File: src/rtl/core/sclt_pkg.sv
// Package for the sector cache tag and replacement controller.
// Sizes, entry layout and operation codes shared by the RAM user and the top level.
package sclt_pkg;

  localparam int ENTRIES  = 32;
  localparam int IDX_W    = $clog2(ENTRIES);
  localparam int CFG_W    = 6;
  localparam int CNT_W    = $clog2(ENTRIES + 1);
  localparam int CMP_W    = (CNT_W > CFG_W) ? CNT_W : CFG_W;
  localparam int DRIVE_W  = 2;
  localparam int SECTOR_W = 16;
  localparam int STAMP_W  = 32;
  localparam int SLOT_W   = 5;

  localparam logic [CFG_W-1:0]   CFG_RESET = CFG_W'(32);
  localparam logic [STAMP_W-1:0] STAMP_MAX = {STAMP_W{1'b1}};
  localparam logic [STAMP_W-1:0] STAMP_ONE = STAMP_W'(1);

  localparam logic OP_LOOKUP = 1'b0;
  localparam logic OP_INSERT = 1'b1;

  typedef struct packed {
    logic [STAMP_W-1:0]  stamp;
    logic [DRIVE_W-1:0]  drive;
    logic [SECTOR_W-1:0] sector;
  } entry_t;

  localparam int ENTRY_W = $bits(entry_t);

endpackage

File: src/rtl/core/sector_cache_lru_tags.sv
// The slot scan reads and compares one tag RAM entry per cycle over the n slots in use
// (n = 1..32); a lookup hit or, on an insert, an empty slot ends the scan early. A new
// transaction is taken only when idle, once the previous result has moved to the output
// register, and that move waits on out_tready while an earlier result is still held.
// Reset (rst_n low, synchronous): all slots invalid, use counter 1, entries_in_use 32.
// Tag and stamp contents stay undefined until written. Depends on sclt_pkg and sclt_ram.
module sector_cache_lru_tags
  import sclt_pkg::*;
(
  input  logic        clk,
  input  logic        rst_n,
  input  logic        cfg_tvalid,
  output logic        cfg_tready,
  input  logic [7:0]  cfg_tdata,   // [5:0] entries_in_use
  input  logic        in_tvalid,
  output logic        in_tready,
  input  logic [23:0] in_tdata,    // [1:0] drive, [17:2] sector, zero fill
  input  logic        in_tuser,    // [0] opcode
  output logic        out_tvalid,
  input  logic        out_tready,
  output logic [7:0]  out_tdata,   // [4:0] slot, zero fill
  output logic        out_tuser    // [0] hit
);

  typedef enum logic [1:0] {S_IDLE, S_SCAN, S_WRITE, S_OUT} state_t;

  state_t               state_r, state_nxt;
  logic                 op_r, op_nxt;
  logic [DRIVE_W-1:0]   drive_r, drive_nxt;
  logic [SECTOR_W-1:0]  sector_r, sector_nxt;
  logic [IDX_W-1:0]     scan_idx_r, scan_idx_nxt;
  logic                 issue_r, issue_nxt;
  logic                 chk_r, chk_nxt;
  logic [IDX_W-1:0]     chk_idx_r, chk_idx_nxt;
  logic [IDX_W-1:0]     victim_r, victim_nxt;
  logic [STAMP_W-1:0]   min_stamp_r, min_stamp_nxt;
  logic                 hit_r, hit_nxt;
  logic [ENTRIES-1:0]   valid_r, valid_nxt;
  logic [STAMP_W-1:0]   use_cnt_r, use_cnt_nxt;
  logic [CFG_W-1:0]     cfg_r, cfg_nxt;
  logic                 out_tvalid_r, out_tvalid_nxt;
  logic                 out_hit_r, out_hit_nxt;
  logic [SLOT_W-1:0]    out_slot_r, out_slot_nxt;

  logic [CMP_W-1:0]     cfg_ext;
  logic [IDX_W-1:0]     last_idx;
  logic                 ram_we;
  logic                 ram_re;
  entry_t               ram_wdata;
  logic [ENTRY_W-1:0]   ram_rdata;
  entry_t               rd_entry;
  logic                 rd_valid;
  logic                 tag_match;
  logic                 stamp_less;

  sclt_ram #(
    .WIDTH (ENTRY_W),
    .DEPTH (ENTRIES)
  ) u_tag_ram (
    .clk   (clk),
    .we    (ram_we),
    .waddr (victim_r),
    .wdata (ram_wdata),
    .re    (ram_re),
    .raddr (scan_idx_r),
    .rdata (ram_rdata)
  );

  always_comb begin
    cfg_ext = CMP_W'(cfg_r);
    if (cfg_ext == '0) begin
      last_idx = '0;
    end else if (cfg_ext > CMP_W'(ENTRIES)) begin
      last_idx = IDX_W'(ENTRIES - 1);
    end else begin
      last_idx = IDX_W'(cfg_ext - CMP_W'(1));
    end
  end

  assign rd_entry   = entry_t'(ram_rdata);
  assign rd_valid   = valid_r[chk_idx_r];
  assign tag_match  = (rd_entry.drive == drive_r) && (rd_entry.sector == sector_r);
  assign stamp_less = rd_entry.stamp < min_stamp_r;

  assign ram_re    = (state_r == S_SCAN) && issue_r;
  assign ram_we    = (state_r == S_WRITE);
  assign ram_wdata = '{stamp: use_cnt_r, drive: drive_r, sector: sector_r};

  always_comb begin
    state_nxt      = state_r;
    op_nxt         = op_r;
    drive_nxt      = drive_r;
    sector_nxt     = sector_r;
    scan_idx_nxt   = scan_idx_r;
    issue_nxt      = issue_r;
    chk_nxt        = chk_r;
    chk_idx_nxt    = chk_idx_r;
    victim_nxt     = victim_r;
    min_stamp_nxt  = min_stamp_r;
    hit_nxt        = hit_r;
    valid_nxt      = valid_r;
    use_cnt_nxt    = use_cnt_r;
    cfg_nxt        = cfg_r;
    out_tvalid_nxt = out_tvalid_r && !out_tready;
    out_hit_nxt    = out_hit_r;
    out_slot_nxt   = out_slot_r;

    if (cfg_tvalid) begin
      cfg_nxt = cfg_tdata[CFG_W-1:0];
    end

    unique case (state_r)
      S_IDLE: begin
        if (in_tvalid) begin
          op_nxt       = in_tuser;
          drive_nxt    = in_tdata[DRIVE_W-1:0];
          sector_nxt   = in_tdata[DRIVE_W +: SECTOR_W];
          scan_idx_nxt = '0;
          issue_nxt    = 1'b1;
          chk_nxt      = 1'b0;
          hit_nxt      = 1'b0;
          victim_nxt   = '0;
          state_nxt    = S_SCAN;
        end
      end
      S_SCAN: begin
        chk_nxt     = issue_r;
        chk_idx_nxt = scan_idx_r;
        if (issue_r) begin
          if (scan_idx_r == last_idx) begin
            issue_nxt = 1'b0;
          end else begin
            scan_idx_nxt = scan_idx_r + IDX_W'(1);
          end
        end
        if (chk_r) begin
          if (op_r == OP_LOOKUP) begin
            if (rd_valid && tag_match) begin
              hit_nxt    = 1'b1;
              victim_nxt = chk_idx_r;
              issue_nxt  = 1'b0;
              chk_nxt    = 1'b0;
              state_nxt  = S_WRITE;
            end else if (chk_idx_r == last_idx) begin
              hit_nxt    = 1'b0;
              victim_nxt = '0;
              issue_nxt  = 1'b0;
              chk_nxt    = 1'b0;
              state_nxt  = S_OUT;
            end
          end else begin
            if (!rd_valid) begin
              victim_nxt = chk_idx_r;
              issue_nxt  = 1'b0;
              chk_nxt    = 1'b0;
              state_nxt  = S_WRITE;
            end else begin
              if ((chk_idx_r == '0) || stamp_less) begin
                min_stamp_nxt = rd_entry.stamp;
                victim_nxt    = chk_idx_r;
              end
              if (chk_idx_r == last_idx) begin
                issue_nxt = 1'b0;
                chk_nxt   = 1'b0;
                state_nxt = S_WRITE;
              end
            end
          end
        end
      end
      S_WRITE: begin
        valid_nxt[victim_r] = 1'b1;
        if (use_cnt_r != STAMP_MAX) begin
          use_cnt_nxt = use_cnt_r + STAMP_ONE;
        end
        state_nxt = S_OUT;
      end
      S_OUT: begin
        if (!out_tvalid_r || out_tready) begin
          out_tvalid_nxt = 1'b1;
          out_hit_nxt    = hit_r;
          out_slot_nxt   = SLOT_W'(victim_r);
          state_nxt      = S_IDLE;
        end
      end
      default: begin
        state_nxt = S_IDLE;
      end
    endcase
  end

  always_ff @(posedge clk) begin
    if (!rst_n) begin
      state_r      <= S_IDLE;
      issue_r      <= 1'b0;
      chk_r        <= 1'b0;
      valid_r      <= '0;
      use_cnt_r    <= STAMP_ONE;
      cfg_r        <= CFG_RESET;
      out_tvalid_r <= 1'b0;
    end else begin
      state_r      <= state_nxt;
      issue_r      <= issue_nxt;
      chk_r        <= chk_nxt;
      valid_r      <= valid_nxt;
      use_cnt_r    <= use_cnt_nxt;
      cfg_r        <= cfg_nxt;
      out_tvalid_r <= out_tvalid_nxt;
    end
    op_r        <= op_nxt;
    drive_r     <= drive_nxt;
    sector_r    <= sector_nxt;
    scan_idx_r  <= scan_idx_nxt;
    chk_idx_r   <= chk_idx_nxt;
    victim_r    <= victim_nxt;
    min_stamp_r <= min_stamp_nxt;
    hit_r       <= hit_nxt;
    out_hit_r   <= out_hit_nxt;
    out_slot_r  <= out_slot_nxt;
  end

  assign cfg_tready = 1'b1;
  assign in_tready  = (state_r == S_IDLE);
  assign out_tvalid = out_tvalid_r;
  assign out_tuser  = out_hit_r;
  assign out_tdata  = {{(8 - SLOT_W){1'b0}}, out_slot_r};

endmodule

File: src/rtl/core/sclt_ram.sv
// Generic simple dual-port RAM: one write port, one read port with registered data.
// Standalone; no package dependency.
module sclt_ram #(
  parameter int WIDTH = 8,
  parameter int DEPTH = 32
) (
  input  logic                     clk,
  input  logic                     we,
  input  logic [$clog2(DEPTH)-1:0] waddr,
  input  logic [WIDTH-1:0]         wdata,
  input  logic                     re,
  input  logic [$clog2(DEPTH)-1:0] raddr,
  output logic [WIDTH-1:0]         rdata
);

  logic [WIDTH-1:0] mem [DEPTH];

  always_ff @(posedge clk) begin
    if (we) begin
      mem[waddr] <= wdata;
    end
    if (re) begin
      rdata <= mem[raddr];
    end
  end

endmodule

File: config.mk
export PLATFORM = sky130hd
export DESIGN_NAME = sector_cache_lru_tags
export DESIGN_NICKNAME = d
export VERILOG_FILES = /design/src/rtl/core/sclt_pkg.sv /design/src/rtl/core/sector_cache_lru_tags.sv /design/src/rtl/core/sclt_ram.sv
export SDC_FILE = /design/constraint.sdc
export NUM_CORES = 2
export LEC_CHECK = 0
export ABC_AREA = 1
export BUFFER_PORTS_ARGS = -buffer_cell sky130_fd_sc_hd__buf_2
export CAP_MARGIN = 20
export CORE_AREA = 2 2 347 349
export CTS_CLUSTER_SIZE = 28
export DETAILED_ROUTE_END_ITERATION = 8
export DIE_AREA = 0 0 349 351
export MAX_ROUTING_LAYER = met4
export PLACE_DENSITY = 0.76
export SLEW_MARGIN = 20
export SYNTH_ARGS = -nofsm -noshare
export SYNTH_HDL_FRONTEND = slang
export SYNTH_SLANG_ARGS = --single-unit
File: constraint.sdc
create_clock -name clk -period 4.7 [get_ports clk]
set_input_delay 0.47 -clock clk [delete_from_list [all_inputs] [get_ports clk]]
set_output_delay 0.47 -clock clk [all_outputs]
set_load 0.005 [all_outputs]
; ---- Word-level counts from Yosys, hierarchy flattened
; Memory sizes are Yosys's and may differ from the RTL's. A register that Yosys moved wholly into a read port is not among the register bits.
; Index checks and enable logic that the tools add are counted.
[word_totals]
inputBits = 38
output_inout_bits = 12
ff_bits = 148
ram_bits = 1600
mem_count = 1
elab_cells = 118
[memory_table]
columns = memory, depth, word_bits, read_ports, rd_clocked_by_memory_dff, write_ports, line
row1 = u_tag_ram.mem, 32, 50, 1, 1, 1, sclt_ram.sv:16  ; logic [WIDTH-1:0] mem [DEPTH];
[op_classes]
n_mux = 51
n_lt_le_gt_ge = 5
n_reduce_logical = 22
bitwise = 1
eq_ne = 18
add_sub_neg = 3
[op_table]
columns = op, n
row1 = $mux 5, 11
row2 = $add 32x1->32 const B, 1
row3 = $lt 32x32->1, 1
row4 = $ne 32x32->1 const B, 1
row5 = $or 32x32->32, 1
row6 = $mux 1, 24
row7 = $pmux 5 s2, 2
row8 = $reduce_and 5->1, 4
row9 = $eq 16x16->1, 1
row10 = $mux 2, 8
row11 = $lt 5x6->1 const B, 2
row12 = $ne 2x2->1 const B, 6
row13 = $eq 5x5->1, 2
row14 = $ne 4x3->1 const B, 2
row15 = $pmux 2 s4, 1
row16 = $reduce_and 2->1, 4
row17 = $gt 6x6->1 const B, 1
row18 = $logic_not 6->1, 1
row19 = $pmux 1 s2, 3
row20 = $add 5x1->5 const B, 1
row21 = $bmux 1 s5, 1
row22 = $demux 1 s5, 1
row23 = $ge 5x1->1 const B, 1
row24 = $logic_and 1x1->1, 5
row25 = other kinds (12), 15

; ---- Logic depth before layout (Yosys ltp)
[logic_depth]
depth_word = 11
mapped_depth = 16
ltp_nobuf = 16

; ---- Cells and area by module
; A second synthesis with hierarchy kept.
[unflattened]
cells_unflattened = 6425
area_unflattened_um2 = 75472.4
[by_module_without_submodules]
columns = module, area_per_inst_um2, n_inst, cells_each
row1 = sclt_ram, 67816.3, 1, 5496
row2 = sector_cache_lru_tags, 7656.1, 1, 929

; ---- Least setup slack after synthesis
; OpenSTA, ideal clock, no wires.
[synth_path]
path_type = register to register
from = reg state_r[0]
to = mem u_tag_ram.mem[31][0] in the netlist's numbering (enable)
setup_time_ps = 459
path_stages_with_launch = 7
path_buffers = 0
t_required_ps = 4241
arrival_time_ps = 3132
path_slack_ps = 1109
synth_period_minus_slack_ps = 3591
path_cell_list = dfxtp_1 -> inv_1 -> ha_1 -> inv_1 -> nor3_1 -> inv_1 -> nor2_1
[synth_between]
elab_chain_cells = 3
[synth_rtl]
columns = item, line
row1 = start: declaration, sector_cache_lru_tags.sv:27  ; state_t state_r, state_nxt;
row2 = start signal: assignment, sector_cache_lru_tags.sv:202  ; state_r <= state_nxt;
row3 = $eq 2x2->1, sector_cache_lru_tags.sv:86  ; assign ram_we = (state_r == S_WRITE);
row4 = $mux 1, sclt_ram.sv:19  ; if (we) begin
row5 = $mux 1 (implied by the code), sclt_ram.sv:20  ; mem[waddr] <= wdata;
row6 = end: declaration, sclt_ram.sv:16
; No other way between the ends.

; ---- Final worst setup path
[layout_path]
from = reg sector_r[14]
to = reg victim_r[4] (enable)
[layout_between]
elab_chain_cells = 5
[layout_rtl]
columns = item, line
row1 = start: declaration, sector_cache_lru_tags.sv:30  ; logic [SECTOR_W-1:0] sector_r, sector_nxt;
row2 = start signal: assignment, sector_cache_lru_tags.sv:212  ; sector_r <= sector_nxt;
row3 = $eq 16x16->1, sector_cache_lru_tags.sv:82  ; assign tag_match = (rd_entry.drive == drive_r) && (rd_entry.sector == sector_r);
row4 = $logic_and 1x1->1, sector_cache_lru_tags.sv:82
row5 = $logic_and 1x1->1, sector_cache_lru_tags.sv:138  ; if (rd_valid && tag_match) begin
row6 = $ne 4x2->1 (no source line), n/a
row7 = $reduce_and 5->1 (no source line), n/a
row8 = end signal: assignment, sector_cache_lru_tags.sv:215  ; victim_r <= victim_nxt;
row9 = end: declaration, sector_cache_lru_tags.sv:35  ; logic [IDX_W-1:0] victim_r, victim_nxt;
; No other way between the ends.
; A chain may end at the register's enable or synchronous reset.

==> impl_metrics.ini <==
[clock_network]
cts_tree = yes
h-tree-depth = 4
clk_latency_ps = 800
ctsRootBufferMaster = clkbuf_16
numCtsBuffers = 167
cts.repair.resized = 0
cts_sinks = 1798
path_clk_slew_ps = 60
clk_path_buf_depth = 3

[status]
outcome = completed

[layout]
fin_area_mm2 = 0.0789
nFillCells = 7829
fin_nets = 5367
syn2layout_area_growth_pct = 11.5
drive_gt1_frac = 0.0933

[worst_setup_path]
reg2reg_depth = 10
r2r-start = sector_r[14]
critPathMaxFanout = 33
setup.worst_path.start = sector_r[14]
crit_path_end = victim_r[4]
arrival_ps = 3940
cp-start-kind = flop
critPathKind = reg -> reg
critPathCaptureType = flop
timing.rr.end = victim_r[4]
rrSetupSlack_ps = 1200
critPathRequiredTime_ps = 5140

[timing]
hold_violations = 0
drv_slew = 0
rsz0062_at_grt = no
slew_headroom = 0.198
fmax_mhz = 286
min_period_ps = 3500
tns_ps = 0
worstMarginPinSlew_ps = 1200
skew_ps = 21.7
setup_violations = 0
finalCritPeriodShare = 0.744

[placed_design]
port_buffers = 37
dpl_cell_area_mm2 = 0.0732
routabilityCongestion = 0.919
dp.final_hpwl_mm = 93.7

[global_route]
grtUsageMet2 = 0.480
grt_usage = 0.318
grt_max_degree = 207
antenna_found_initial = 4
grt_pass1_vias = 44100
use_met3 = 0.0636
grt_overflow = 0
use_met1 = 0.424
grt_pass1_wl_mm = 277
grt-busiest-layer = met2

[detailed_routing]
vias = 46600
wl_per_cell_um = 27.4
vias_per_cell = 6.68
postRouteWirelength_mm = 191
drtIter0Drc = 7709
drc_errors = 0
drt-pass1-iter-count = 7
postRouteAntennaNets = 0

[power]
p_leak_nw = 26.3
power_density_mw_per_mm2 = 561
irDropWorstVdd_mv = 0.668
total_power_w = 0.0443

[synthesis]
yosys_warnings = 0
yosysSeqAreaShare = 0.752
syn_area_per_cell_um2 = 13.4
synth_ff_type = edfxtp_1
ys_ff_latch = 1798
ys_types = 47
syn-cell-area_mm2 = 0.0708
synth-edff-count = 1723
synthCells = 5278
synth-async-reset-ratio = 0

[floorplanning]
core_mm2 = 0.119
die-area_mm2 = 0.122
start_util = 0.595
rows = 127
io_pins = 50
die_y_um = 351
die_w_um = 349

[flow_run]
max-cap-violations = 0

[min_path]
hold_path_class = in -> reg
-- where the power goes --
part	internal [W]	switching [W]
sequential	0.0183	0.000363
clock	0.00767	0.00578
combinational	0.00345	0.00873
-- cells in the mapped netlist (16+ instances only) --
library cell	count	area, µm²
buf_4	28	210
nand3_1	174	871
inv_1	114	428
clkbuf_1	242	908
dfxtp_1	75	1500
nor2_1	1043	3920
ha_1	39	488
a21oi_1	58	290
edfxtp_1	1723	51700
nand4_1	16	100
xnor2_1	17	149
buf_2	75	375
o21ai_1	48	240
o21ai_0	834	4170
o221ai_1	302	2650
a31oi_1	52	325
nand2_1	180	676
o22ai_1	99	619
a32oi_1	40	350
nor3_1	36	180
-- cell type report --
type	instances	area, µm²	share of cell area
repair buffers	204	2060	0.0261
diodes	3	7.51	0.0000951
multi-input cells	2995	15700	0.199
inverters	124	507	0.00642
clock inverters	97	915	0.0116
well taps	1548	1940	0.0245
clock buffers	208	4530	0.0574
flip-flops and latches	1798	53300	0.675
-- per-layer routing --
| layer | part of all wire | wire, µm |
|---|---|---|
| met4 | 0.043 | 8130 |
| met2 | 0.47 | 89100 |
| met1 | 0.36 | 69300 |
| met3 | 0.13 | 24500 |
| met5 | 0 | 0 |
-- metrics by stage --
stage	cells	util	worst slack, ps	hold slack, ps
final	6977	0.663	1200	46.7
after floorplan	5280	-	1110	400
after detailed placement	6640	0.615	1270	412
after CTS	6973	0.663	1260	4.13
after global placement	6640	0.615	1310	433
after global routing	6977	0.663	1150	71.6
-- cells in the final DEF, fill, tap and decap left out, types with 4 or more instances in the layout --
cell type      netlist  layout
nor3_1              36      36
edfxtp_1          1723    1723
clkinvlp_4           0       8
o221ai_1           302     302
o21ai_0            834     834
clkbuf_1           242      29
bufinv_16            0      15
dfxtp_1             75      60
clkbuf_8             1       5
nand3_1            174     174
buf_12               0      44
o21ai_1             48      48
buf_2               75      37
dlygate4sd3_1        0      28
xnor2_1             17      17
clkbuf_16            0     174
nor2_4               1      33
nand3_2              6       6
inv_1              114     111
nand4_1             16      16
a31oi_1             52      52
inv_6                0       5
nor4_1               7       7
dfxtp_2              0      15
a32oi_1             40      40
inv_2                6       4
nor2_1            1043    1011
nand2_1            180     180
clkinv_2             0      36
nand2_2              6       6
ha_1                39      39
clkinv_1             2      32
conb_1               2       4
buf_4               28      95
o22ai_1             99      99
a21oi_1             58      57
xor2_1              13      13
-- critical path, cell delays in order, from the launching register on --
cell	delay, ps
edfxtp_1	370
buf_4	240
xnor2_1	690
nand2_1	100
nor2_1	140
nand3_1	90
nor2_1	620
nand3_2	250
nand3_2	140
nand3_1	80
a31oi_1	420
-- worst min path at each step --
stage,startpoint,end,cells past startpoint
after floorplan,hit_r,out_tuser,0
after global placement,hit_r,out_tuser,0
after detailed placement,hit_r,out_tuser,0
after CTS,cfg_tvalid,cfg_ext[1],3
after global routing,cfg_tvalid,cfg_ext[1],3
final,cfg_tvalid,cfg_ext[1],3
-- state kept, by name (all words and copies together), names as in the netlist --
signal,flops
cfg_ext,6
chk_idx_r,5
chk_r,1
drive_r,2
hit_r,1
issue_r,1
min_stamp_r,32
op_r,1
out_slot_r,5
out_tuser,1
out_tvalid,1
scan_idx_r,5
sector_r,16
state_r,2
u_tag_ram.mem,1600
u_tag_ram.rdata,50
use_cnt_r,32
valid_r,32
victim_r,5
-- repair_timing --
item,4_1_cts,5_1_grt
hold buffers,28,0
hold endpoints to repair,26,0
setup buffers,0,0
-- kinds of logic (layout without fill, tap and decap cells) --
kind of cell	after synthesis	after routing	share of synthesized area
buffers and inverters	487	633	0.0294
other	2	7	0.000106
and+or+nand+nor	1480	1480	0.0847
AOI/OAI and AO/OA	1442	1442	0.123
xor gates and xnor gates	30	30	0.00371
DFF	1798	1798	0.752
adders and majority gates	39	39	0.00689
Note: power is estimated with default switching activity, not from simulation.
